$ cat config.mk
export PLATFORM = sky130hd
export DESIGN_NAME = leakage_test_ramp_sequencer
export DESIGN_NICKNAME = d
export VERILOG_FILES = /design/src/rtl/core/lts_pkg.sv /design/src/rtl/core/lts_engine.sv /design/src/rtl/core/leakage_test_ramp_sequencer.sv
export VERILOG_INCLUDE_DIRS = /design/src /design/src/rtl/core
export SDC_FILE = /design/constraint.sdc
export NUM_CORES = 1
export LEC_CHECK = 0
export BUFFER_PORTS_ARGS = -buffer_cell sky130_fd_sc_hd__clkbuf_2
export CELL_PAD_IN_SITES_DETAIL_PLACEMENT = 1
export CELL_PAD_IN_SITES_GLOBAL_PLACEMENT = 1
export CORE_MARGIN = 2
export CORE_UTILIZATION = 40
export DETAILED_ROUTE_END_ITERATION = 16
export GPL_TIMING_DRIVEN = 0
export PLACE_DENSITY_LB_ADDON = 0.1
export RECOVER_POWER = 25
export SKIP_LAST_GASP = 1
export SLEW_MARGIN = 5
export SYNTH_ARGS = -nofsm -noshare
export SYNTH_HDL_FRONTEND = slang
export SYNTH_SLANG_ARGS = --single-unit
$ cat constraint.sdc
create_clock -name clk -period 11.3 [get_ports clk]
set_input_delay 0.565 -clock clk [delete_from_list [all_inputs] [get_ports clk]]
set_output_delay 0.565 -clock clk [all_outputs]
set_load 0.01 [all_outputs]
$ cat src/rtl/core/leakage_test_ramp_sequencer_defines.svh
// Assertion macros shared by the leakage test ramp sequencer RTL.
`ifndef LEAKAGE_TEST_RAMP_SEQUENCER_DEFINES_SVH
`define LEAKAGE_TEST_RAMP_SEQUENCER_DEFINES_SVH

// Same-cycle implication, checked on the rising clock edge outside reset.
`define LTS_ASSERT_NOW(label, clk, rst, ante, cons, msg) \
  label: assert property (@(posedge clk) disable iff (rst) (ante) |-> (cons)) \
    else $error(msg);

// Next-cycle implication, checked on the rising clock edge outside reset.
`define LTS_ASSERT_NEXT(label, clk, rst, ante, cons, msg) \
  label: assert property (@(posedge clk) disable iff (rst) (ante) |=> (cons)) \
    else $error(msg);

`endif

$ cat src/rtl/core/lts_pkg.sv
// Types, constants and register codes of the leakage test ramp sequencer.
package lts_pkg;

  localparam int VOLT_W   = 16;
  localparam int CUR_W    = 16;
  localparam int COUNT_W  = 16;
  localparam int LVL_W    = 15;
  localparam int CFG_W    = 16;
  localparam int CFG_IDX_W = 3;

  // Default tolerance of the short check, in percent of the short level.
  localparam int SHORT_TOLERANCE_PERCENT_DEF = 10;
  // Scale that turns a current difference into percent units.
  localparam int NEAR_SCALE = 100;

  // Command codes of an input beat.
  localparam logic CMD_START = 1'b0;
  localparam logic CMD_TICK  = 1'b1;

  // Run status codes.
  typedef enum logic [2:0] {
    ST_IDLE    = 3'd0,
    ST_RUN     = 3'd1,
    ST_DONE    = 3'd2,
    ST_SHORT   = 3'd3,
    ST_NODEV   = 3'd4,
    ST_TIMEOUT = 3'd5
  } status_t;

  // Configuration register indexes.
  typedef enum logic [CFG_IDX_W-1:0] {
    CFG_SET_VOLTAGE   = 3'd0,
    CFG_RAMP_STEP     = 3'd1,
    CFG_SAMPLE_TOTAL  = 3'd2,
    CFG_SHORT_LEVEL   = 3'd3,
    CFG_DEV_CHECK_EN  = 3'd4,
    CFG_EMULATED      = 3'd5,
    CFG_SYNC_DELAY    = 3'd6,
    CFG_SYNC_TIMEOUT  = 3'd7
  } cfg_reg_t;

  // Register reset values.
  localparam logic [VOLT_W-1:0]  SET_VOLTAGE_RST  = 16'd0;
  localparam logic [VOLT_W-1:0]  RAMP_STEP_RST    = 16'd1;
  localparam logic [COUNT_W-1:0] SAMPLE_TOTAL_RST = 16'd1;
  localparam logic [LVL_W-1:0]   SHORT_LEVEL_RST  = 15'd32767;
  localparam logic [COUNT_W-1:0] SYNC_DELAY_RST   = 16'd25;
  localparam logic [COUNT_W-1:0] SYNC_TIMEOUT_RST = 16'd100;

  typedef struct packed {
    logic [VOLT_W-1:0]  set_voltage;
    logic [VOLT_W-1:0]  ramp_step;
    logic [COUNT_W-1:0] sample_total;
    logic [LVL_W-1:0]   short_current_level;
    logic               device_check_enable;
    logic               emulated_partner;
    logic [COUNT_W-1:0] sync_delay_ticks;
    logic [COUNT_W-1:0] sync_timeout_ms;
  } cfg_t;

  typedef struct packed {
    logic                    command;
    logic signed [CUR_W-1:0] sample_current;
    logic                    sync_event;
    logic                    ms_strobe;
  } item_t;

  typedef struct packed {
    logic [VOLT_W-1:0] voltage_target;
    logic              on_plateau;
    logic              sync_out;
    logic              input_shorted;
    status_t           run_status;
  } result_t;

endpackage

$ cat src/rtl/core/lts_engine.sv
// Run state and one-beat update of the ramp, device check and sync counting.
module lts_engine
  import lts_pkg::*;
#(
  parameter int SHORT_TOLERANCE_PERCENT = SHORT_TOLERANCE_PERCENT_DEF
) (
  input  logic    clk,
  input  logic    rst,
  input  logic    step_en,
  input  item_t   item,
  input  cfg_t    cfg,
  output result_t res
);

  `include "leakage_test_ramp_sequencer_defines.svh"

  localparam int DIFF_W = CUR_W + 2;
  localparam int MAG_W  = DIFF_W - 1;
  localparam int CMP_W  = MAG_W + $clog2(NEAR_SCALE + 1);
  localparam int LIM_W  = LVL_W + $clog2(SHORT_TOLERANCE_PERCENT + 1);

  // Run state.
  logic                      running, running_next;
  logic                      plateau_flag, plateau_next;
  logic                      device_checked, device_checked_next;
  logic                      sync_pending, sync_pending_next;
  logic                      sync_level, sync_level_next;
  logic                      short_held, short_held_next;
  logic [VOLT_W-1:0]         target_now, target_next;
  logic [COUNT_W-1:0]        samples_left, samples_next;
  logic [COUNT_W-1:0]        samples_seen, samples_seen_next;
  logic [COUNT_W-1:0]        delay_left, delay_next;
  logic [COUNT_W-1:0]        stall_ms, stall_next;
  logic signed [CUR_W-1:0]   peak_current, peak_next;
  status_t                   status, status_next;

  logic                      check_ok;
  logic                      sync_ok;
  logic [VOLT_W:0]           target_sum;
  logic [VOLT_W-1:0]         target_sat;
  logic [COUNT_W-1:0]        samples_dec;
  logic signed [DIFF_W-1:0]  level_s;
  logic signed [DIFF_W-1:0]  peak_diff;
  logic signed [DIFF_W-1:0]  cur_diff;
  logic [CMP_W-1:0]          peak_scaled;
  logic [CMP_W-1:0]          cur_scaled;
  logic [LIM_W-1:0]          near_lim;
  logic                      near_peak;
  logic                      near_now;
  logic                      no_device;

  function automatic logic [MAG_W-1:0] abs_mag(input logic signed [DIFF_W-1:0] d);
    logic signed [DIFF_W-1:0] n;
    n = d[DIFF_W-1] ? -d : d;
    return n[MAG_W-1:0];
  endfunction

  // Ramp step with saturation at full scale.
  assign target_sum = {1'b0, target_now} + {1'b0, cfg.ramp_step};
  assign target_sat = target_sum[VOLT_W] ? '1 : target_sum[VOLT_W-1:0];

  // Sample counter decrement that stops at zero.
  assign samples_dec = (samples_left != '0) ? samples_left - COUNT_W'(1) : samples_left;

  // Short check: distance to the short level, in percent, against the tolerance.
  assign level_s     = $signed({{(DIFF_W-LVL_W){1'b0}}, cfg.short_current_level});
  assign peak_diff   = $signed({{(DIFF_W-CUR_W){peak_current[CUR_W-1]}}, peak_current})
                       - level_s;
  assign cur_diff    = $signed({{(DIFF_W-CUR_W){item.sample_current[CUR_W-1]}},
                                item.sample_current}) - level_s;
  assign peak_scaled = CMP_W'(abs_mag(peak_diff)) * CMP_W'(NEAR_SCALE);
  assign cur_scaled  = CMP_W'(abs_mag(cur_diff)) * CMP_W'(NEAR_SCALE);
  assign near_lim    = LIM_W'(SHORT_TOLERANCE_PERCENT) * LIM_W'(cfg.short_current_level);
  assign near_peak   = peak_scaled < CMP_W'(near_lim);
  assign near_now    = cur_scaled < CMP_W'(near_lim);

  // Missing device: twice the peak stays below the short level.
  assign no_device = $signed({peak_current, 1'b0}) <
                     $signed({2'b00, cfg.short_current_level});

  // Next state of the run for one accepted beat.
  always_comb begin
    running_next        = running;
    plateau_next        = plateau_flag;
    device_checked_next = device_checked;
    sync_pending_next   = sync_pending;
    sync_level_next     = sync_level;
    short_held_next     = short_held;
    target_next         = target_now;
    samples_next        = samples_left;
    samples_seen_next   = samples_seen;
    delay_next          = delay_left;
    stall_next          = stall_ms;
    peak_next           = peak_current;
    status_next         = status;
    check_ok            = 1'b1;
    sync_ok             = 1'b1;
    if (step_en) begin
      if (item.command == CMD_START) begin
        running_next        = 1'b1;
        plateau_next        = 1'b0;
        device_checked_next = 1'b0;
        sync_pending_next   = 1'b0;
        sync_level_next     = 1'b0;
        short_held_next     = 1'b1;
        target_next         = '0;
        samples_next        = cfg.sample_total;
        samples_seen_next   = '0;
        delay_next          = cfg.sync_delay_ticks;
        stall_next          = '0;
        peak_next           = '0;
        status_next         = ST_RUN;
      end else if (running) begin
        if (item.sync_event) begin
          sync_pending_next = 1'b1;
        end
        // Ramp toward the set voltage, then hold the plateau.
        if (target_now < cfg.set_voltage) begin
          target_next  = target_sat;
          plateau_next = 1'b0;
        end else begin
          target_next  = cfg.set_voltage;
          plateau_next = 1'b1;
        end
        // Peak tracking while ramping, device check on the first plateau beat.
        if (!plateau_next) begin
          device_checked_next = 1'b0;
          if (item.sample_current > peak_current) begin
            peak_next = item.sample_current;
          end
        end else if (!device_checked) begin
          device_checked_next = 1'b1;
          peak_next           = '0;
          if (near_peak && near_now) begin
            check_ok     = 1'b0;
            running_next = 1'b0;
            plateau_next = 1'b0;
            status_next  = ST_SHORT;
          end else if (no_device && cfg.device_check_enable) begin
            check_ok     = 1'b0;
            running_next = 1'b0;
            plateau_next = 1'b0;
            status_next  = ST_NODEV;
          end else begin
            short_held_next = 1'b0;
          end
        end
        // Sample counting, sync pulse timing and stall watchdog.
        if (check_ok) begin
          if (!plateau_next) begin
            samples_seen_next = '0;
            delay_next        = cfg.sync_delay_ticks;
            sync_level_next   = 1'b0;
            stall_next        = '0;
          end else if (cfg.emulated_partner) begin
            samples_next = samples_dec;
          end else begin
            if (delay_left != '0) begin
              delay_next = delay_left - COUNT_W'(1);
              if (delay_left == COUNT_W'(1)) begin
                sync_pending_next = 1'b0;
                sync_level_next   = 1'b1;
              end
            end else begin
              if (sync_pending_next) begin
                samples_next = samples_dec;
                delay_next   = cfg.sync_delay_ticks;
              end
              sync_level_next = 1'b0;
            end
            if (samples_seen != samples_next) begin
              samples_seen_next = samples_next;
              stall_next        = '0;
            end else if (item.ms_strobe) begin
              if (stall_ms >= cfg.sync_timeout_ms) begin
                sync_ok      = 1'b0;
                running_next = 1'b0;
                plateau_next = 1'b0;
                status_next  = ST_TIMEOUT;
              end else begin
                stall_next = stall_ms + COUNT_W'(1);
              end
            end
          end
          if (sync_ok && plateau_next && (samples_next == '0)) begin
            running_next = 1'b0;
            plateau_next = 1'b0;
            status_next  = ST_DONE;
          end
        end
      end
    end
  end

  // State registers; all of them are visible through the result, so all reset.
  always_ff @(posedge clk) begin
    if (rst) begin
      running        <= 1'b0;
      plateau_flag   <= 1'b0;
      device_checked <= 1'b0;
      sync_pending   <= 1'b0;
      sync_level     <= 1'b0;
      short_held     <= 1'b0;
      target_now     <= '0;
      samples_left   <= '0;
      samples_seen   <= '0;
      delay_left     <= '0;
      stall_ms       <= '0;
      peak_current   <= '0;
      status         <= ST_IDLE;
    end else begin
      running        <= running_next;
      plateau_flag   <= plateau_next;
      device_checked <= device_checked_next;
      sync_pending   <= sync_pending_next;
      sync_level     <= sync_level_next;
      short_held     <= short_held_next;
      target_now     <= target_next;
      samples_left   <= samples_next;
      samples_seen   <= samples_seen_next;
      delay_left     <= delay_next;
      stall_ms       <= stall_next;
      peak_current   <= peak_next;
      status         <= status_next;
    end
  end

  // The result carries the state after this beat.
  always_comb begin
    res.voltage_target = target_next;
    res.on_plateau     = plateau_next;
    res.sync_out       = sync_level_next;
    res.input_shorted  = short_held_next;
    res.run_status     = status_next;
  end

  `LTS_ASSERT_NOW(a_plateau_only_running, clk, rst, !running, !plateau_flag,
    "plateau flag set while no run is active")
  `LTS_ASSERT_NOW(a_running_status, clk, rst, running, status == ST_RUN,
    "active run does not report running status")
  `LTS_ASSERT_NEXT(a_start_arms, clk, rst, step_en && (item.command == CMD_START),
    running && short_held && (target_now == '0) && !plateau_flag,
    "start beat did not arm a fresh run")

endmodule

$ cat src/rtl/core/leakage_test_ramp_sequencer.sv
// Top level of the leakage test ramp sequencer: config, beat pipeline and run engine.
//
//   channel  | direction | handshake           | payload
//   ---------+-----------+---------------------+--------------------------------------
//   in       | input     | in_valid/in_ready   | command, sample_current, sync_event,
//            |           |                     | ms_strobe
//   out      | output    | out_valid/out_ready | voltage_target, on_plateau, sync_out,
//            |           |                     | input_shorted, run_status
//   cfg      | input     | cfg_write           | cfg_index, cfg_data
//
// One beat per clock is sustained while out_ready stays high; a result passes the input
// register, then the run update into the result register.
// The run update is a single pass of compare, add and count logic on the state.
// Reset is synchronous: it clears the pipeline, the run state and the config registers.
// A low out_ready holds the result register; the input register still takes one beat,
// after which in_ready drops until the result is taken.
module leakage_test_ramp_sequencer
  import lts_pkg::*;
#(
  parameter int SHORT_TOLERANCE_PERCENT = SHORT_TOLERANCE_PERCENT_DEF
) (
  input  logic                        clk,
  input  logic                        rst,
  input  logic                        in_valid,
  output logic                        in_ready,
  input  logic                        command,
  input  logic signed [CUR_W-1:0]     sample_current,
  input  logic                        sync_event,
  input  logic                        ms_strobe,
  output logic                        out_valid,
  input  logic                        out_ready,
  output logic [VOLT_W-1:0]           voltage_target,
  output logic                        on_plateau,
  output logic                        sync_out,
  output logic                        input_shorted,
  output logic [2:0]                  run_status,
  input  logic                        cfg_write,
  input  logic [CFG_IDX_W-1:0]        cfg_index,
  input  logic [CFG_W-1:0]            cfg_data
);

  `include "leakage_test_ramp_sequencer_defines.svh"

  cfg_t    cfg;
  item_t   in_item;
  logic    s1_valid;
  logic    advance;
  result_t res;
  result_t out_res;

  // Configuration registers.
  always_ff @(posedge clk) begin
    if (rst) begin
      cfg.set_voltage         <= SET_VOLTAGE_RST;
      cfg.ramp_step           <= RAMP_STEP_RST;
      cfg.sample_total        <= SAMPLE_TOTAL_RST;
      cfg.short_current_level <= SHORT_LEVEL_RST;
      cfg.device_check_enable <= 1'b1;
      cfg.emulated_partner    <= 1'b0;
      cfg.sync_delay_ticks    <= SYNC_DELAY_RST;
      cfg.sync_timeout_ms     <= SYNC_TIMEOUT_RST;
    end else if (cfg_write) begin
      case (cfg_reg_t'(cfg_index))
        CFG_SET_VOLTAGE:  cfg.set_voltage         <= cfg_data;
        CFG_RAMP_STEP:    cfg.ramp_step           <= cfg_data;
        CFG_SAMPLE_TOTAL: cfg.sample_total        <= cfg_data;
        CFG_SHORT_LEVEL:  cfg.short_current_level <= cfg_data[LVL_W-1:0];
        CFG_DEV_CHECK_EN: cfg.device_check_enable <= cfg_data[0];
        CFG_EMULATED:     cfg.emulated_partner    <= cfg_data[0];
        CFG_SYNC_DELAY:   cfg.sync_delay_ticks    <= cfg_data;
        CFG_SYNC_TIMEOUT: cfg.sync_timeout_ms     <= cfg_data;
        default: begin
        end
      endcase
    end
  end

  // Beat moves into the engine when the result register is free or being drained.
  assign advance  = s1_valid && (!out_valid || out_ready);
  assign in_ready = !s1_valid || advance;

  // Input register.
  always_ff @(posedge clk) begin
    if (rst) begin
      s1_valid <= 1'b0;
    end else if (in_ready) begin
      s1_valid <= in_valid;
    end
  end

  always_ff @(posedge clk) begin
    if (in_valid && in_ready) begin
      in_item.command        <= command;
      in_item.sample_current <= sample_current;
      in_item.sync_event     <= sync_event;
      in_item.ms_strobe      <= ms_strobe;
    end
  end

  lts_engine #(
    .SHORT_TOLERANCE_PERCENT(SHORT_TOLERANCE_PERCENT)
  ) u_engine (
    .clk     (clk),
    .rst     (rst),
    .step_en (advance),
    .item    (in_item),
    .cfg     (cfg),
    .res     (res)
  );

  // Result register.
  always_ff @(posedge clk) begin
    if (rst) begin
      out_valid <= 1'b0;
    end else if (advance) begin
      out_valid <= 1'b1;
    end else if (out_ready) begin
      out_valid <= 1'b0;
    end
  end

  always_ff @(posedge clk) begin
    if (advance) begin
      out_res <= res;
    end
  end

  assign voltage_target = out_res.voltage_target;
  assign on_plateau     = out_res.on_plateau;
  assign sync_out       = out_res.sync_out;
  assign input_shorted  = out_res.input_shorted;
  assign run_status     = out_res.run_status;

  `LTS_ASSERT_NOW(a_result_from_pipe, clk, rst, $rose(out_valid), $past(s1_valid),
    "result appeared without a beat in the input register")
  `LTS_ASSERT_NEXT(a_stall_holds_input, clk, rst, s1_valid && out_valid && !out_ready,
    s1_valid && $stable(in_item),
    "input register lost its beat while the result stalled")
  `LTS_ASSERT_NEXT(a_stall_holds_result, clk, rst, out_valid && !out_ready,
    out_valid && $stable(out_res),
    "result beat changed while the receiver stalled")

endmodule

==> flow_metrics.env <==
export IMPL_status="completed"
export IMPL_finalHoldViolCount=0
export IMPL_drt_wl_total_um=72270
export IMPL_synth_edf_count=41
export IMPL_cts_max_level=1
export IMPL_grt_pass1_wl_um=112200
export IMPL_r2r_cells=44
export IMPL_slew_headroom=0.07797
export IMPL_coreArea_um2=50270
export IMPL_syn_area_um2=20440
export IMPL_power_density_nw_per_um2=176.4
export IMPL_critical_path_class="reg2reg"
export IMPL_p_sw_mw=1.672
export IMPL_yosys_warnings=0
export IMPL_synthCells=2498
export IMPL_overflow=0
export IMPL_ctsHoldBuffers=0
export IMPL_die_w_um=230.1
export IMPL_finalInstanceArea_um2=22670
export IMPL_drc=0
export IMPL_fin_crit_sh=0.9397
export IMPL_grt_use_total=0.2693
export IMPL_place_inst=3234
export IMPL_startpoint="u_engine.peak_current[0]$_SDFFE_PP0P_"
export IMPL_combPwrFrac=0.502
export IMPL_grt_pass1_vias=19610
export IMPL_synth_fp_nets=2852
export IMPL_avgSynthCellArea_um2=8.183
export IMPL_max_stage_delay_ns=0.55
export IMPL_setup_worst_path_start_class="flop"
export IMPL_drv_cap=0
export IMPL_hold_path_class="in2reg"
export IMPL_antenna_cells=0
export IMPL_setup_tns_ns=0
export IMPL_preCtsSetupSlack_ns=0.4867
export IMPL_antenna_found_initial=1
export IMPL_cp_end_kind="flop"
export IMPL_vias_per_cell=5.849
export IMPL_regToRegSetupSlack_ns=0.68
export IMPL_clockBufferDepth=3
export IMPL_port_buffers=64
export IMPL_place_area_um2=21600
export IMPL_r2r_start="u_engine.peak_current[0]$_SDFFE_PP0P_"
export IMPL_gp_congestion=0.8917
export IMPL_met2_length_um=32090
export IMPL_worstPathRequired_ns=11.79
export IMPL_setup_viol=0
export IMPL_setup_ws_ns=0.6818
export IMPL_dieArea_um2=52930
export IMPL_row_count=82
export IMPL_layout_drive_gt1_share=0.05732
export IMPL_worst_pin_slew_ns=1.365
export IMPL_slew_viol_final=0
export IMPL_met1_length_um=34500
export IMPL_swShare=0.4181
export IMPL_r2r_end="u_engine.samples_seen[9]$_SDFFE_PP0P_"
export IMPL_clk_pin_slew_ns=0.07
export IMPL_highest_layer="met4"
export IMPL_clkLatencyLatePin_ns=0.59
export IMPL_nFillCells=6154
export IMPL_postRouteAntennaNets=0
export IMPL_drt_iter0_drc=1107
export IMPL_numCtsBuffers=28
export IMPL_final_cells=3289
export IMPL_ys_seq_elements=245
export IMPL_period_minus_slack_ns=10.62
export IMPL_ios=67
export IMPL_grt_max_degree=27
export IMPL_syn_to_final_growth_pct=10.88
export IMPL_p_clk_frac=0.265
export IMPL_crit_slowest_cell="fa_1"
export IMPL_num_vias=19240
export IMPL_initial_core_util=0.4066
export IMPL_power_frac_seq=0.233
export IMPL_drt_pass1_iterations=5
export IMPL_nets=2949
export IMPL_cp_endpoint="u_engine.samples_seen[9]$_SDFFE_PP0P_"
export IMPL_rsz0062_at_grt="no"
export IMPL_ys_types=87
export IMPL_synthArstFlopShare=0
export IMPL_dpl_hpwl_um=58050
export IMPL_max_freq_mhz=94.18
export IMPL_worst_path_max_fanout=10
export IMPL_finClkSkew_ns=0.02642
export IMPL_p_total_mw=3.999
export IMPL_internal_power_mw=2.327
export IMPL_dr_wl_met3_um=3464
export IMPL_cts_root_buf="clkbuf_16"
export IMPL_die_y_um=230.1
export IMPL_wl_per_cell_um=21.97
export IMPL_cts_tree="built"
export IMPL_cellLeakagePower_nw=9.441
export IMPL_synthFlopType="dfxtp_1"
export IMPL_worst_ep_arrival_time_ns=11.11
export IMPL_synth_seq_area_share=0.2600
export IMPL_cts_sinks=245
export IMPL_ir_drop_v=0.0001372
==> through the flow <==
| stage | hold slack [ns] | util |
|---|---|---|
| 6_report | 0.1525 | 0.4509 |
| 5_1_grt | 0.1338 | 0.4509 |
| 4_1_cts | 0.1238 | 0.4506 |
| 3_5_place_dp | 0.4499 | 0.4297 |
| 3_3_place_gp | 0.4398 | 0.4297 |
| 2_1_floorplan | 0.4316 | - |
==> cells in the mapped netlist (all sizes together) (29+ instances only) <==
| cell | instances | area [µm²] |
|---|---|---|
| ha | 283 | 3541 |
| nand2 | 282 | 1059 |
| inv | 237 | 889.6 |
| a21oi | 212 | 1065 |
| dfxtp | 204 | 4084 |
| o21ai | 138 | 690.7 |
| nor2 | 119 | 446.7 |
| xnor2 | 107 | 937.2 |
| clkbuf | 68 | 255.2 |
| nand3 | 62 | 310.3 |
| nor3 | 57 | 310.3 |
| xor2 | 52 | 455.4 |
| edfxtp | 41 | 1231 |
| a21o | 39 | 292.8 |
| o211ai | 35 | 262.8 |
| nand4 | 33 | 212.7 |
| o31ai | 29 | 217.7 |
==> how the worst min path moves through the flow <==
| stage | start | to | cells past startpoint |
|---|---|---|---|
| 2_1_floorplan | cfg[54]$_SDFFE_PP0P_ | cfg[54]$_SDFFE_PP0P_ | 2 |
| 3_3_place_gp | cfg[63]$_SDFFE_PP0P_ | cfg[63]$_SDFFE_PP0P_ | 2 |
| 3_5_place_dp | cfg[9]$_SDFFE_PP0P_ | cfg[9]$_SDFFE_PP0P_ | 2 |
| 4_1_cts | sync_event | in_item[1]$_DFFE_PP_ | 1 |
| 5_1_grt | sync_event | in_item[1]$_DFFE_PP_ | 1 |
| 6_report | sync_event | in_item[1]$_DFFE_PP_ | 1 |
==> sequential cells by signal, summed over array words and instances (netlist names), 3 cells and up <==
signal                 count
cfg                       97
in_item                   19
u_engine.delay_left       16
u_engine.peak_current     16
u_engine.samples_left     16
u_engine.samples_seen     16
u_engine.stall_ms         16
u_engine.target_now       16
voltage_target            16
run_status                 3
u_engine.status            3
==> layout by cell type, fill, tap and decap left out, drive strengths merged, types with 23 or more instances in the layout <==
cell type,count
nor4,26
nor2b,27
nand4,33
a211oi,28
edfxtp,41
buf,28
a21o,39
ha,283
clkbuf,168
o31ai,29
and2,27
a21oi,212
xnor2,107
o211ai,35
nand2,282
nand2b,25
inv,238
xor2,52
dfxtp,204
o21ai,138
a31oi,23
nand3,62
fa,28
nor3,57
o21a,26
nor2,119
==> logic make-up (layout without fill, tap and decap cells) <==
logic type               count (synthesis)  count (layout)  synth area share
AO/OA/AOI/OAI                          689             689            0.2199
XOR/XNOR                               160             160           0.06923
adder cells (fa/ha/maj)                311             311            0.2006
buffers and inverters                  334             453           0.06304
flip-flops                             245             245            0.2600
multiplexers                            12              12          0.005876
AND/OR/NAND/NOR                        747             747            0.1814
==> timing repair <==
| action | 4_1_cts | 5_1_grt |
|---|---|---|
| setup buffers | 0 | 3 |
| endpoints found under the setup margin | 0 | 68 |
| resized for setup | 0 | 2 |
==> critical path, delay by kind of cell, from the launching register on <==
family	cells	cell delay (ns)
xor gates and xnor gates	2	0.37
and+or+nand+nor	10	1.92
buffers and inverters	7	1.20
adders and majority gates	7	2.35
DFF	1	0.47
AOI/OAI and AO/OA	18	4.19
==> area by class of cell <==
| class | count | area [µm²] | share of cell area |
|---|---|---|---|
| buffer | 96 | 395.4 | 0.01744 |
| clock buffer | 33 | 729.5 | 0.03218 |
| clock inverter | 19 | 322.8 | 0.01424 |
| inverter | 238 | 893.4 | 0.03941 |
| multi-input combinational | 1919 | 13860 | 0.6114 |
| sequential | 245 | 5315 | 0.2345 |
| tap | 672 | 840.8 | 0.03709 |
| timing repair buffer | 67 | 311.5 | 0.01374 |
==> layer usage <==
| metal | vias to the layer above | track usage |
|---|---|---|
| li1 | 9154 | - |
| met3 | 97 | 0.03584 |
| met5 | - | 0 |
| met2 | 412 | 0.4307 |
| met1 | 9574 | 0.3781 |
| met4 | 0 | 0.07742 |
==> power by group through the flow <==
stage | sequential (mW) | combinational, mW | clock [mW]
2_1_floorplan | 0.945 | 1.42 | 0
3_3_place_gp | 0.951 | 1.90 | 0
3_5_place_dp | 0.952 | 1.98 | 0
4_1_cts | 0.932 | 2.00 | 1.07
5_1_grt | 0.935 | 2.27 | 1.11
6_report | 0.933 | 2.01 | 1.06
Note: power is estimated with default switching activity, not from simulation.
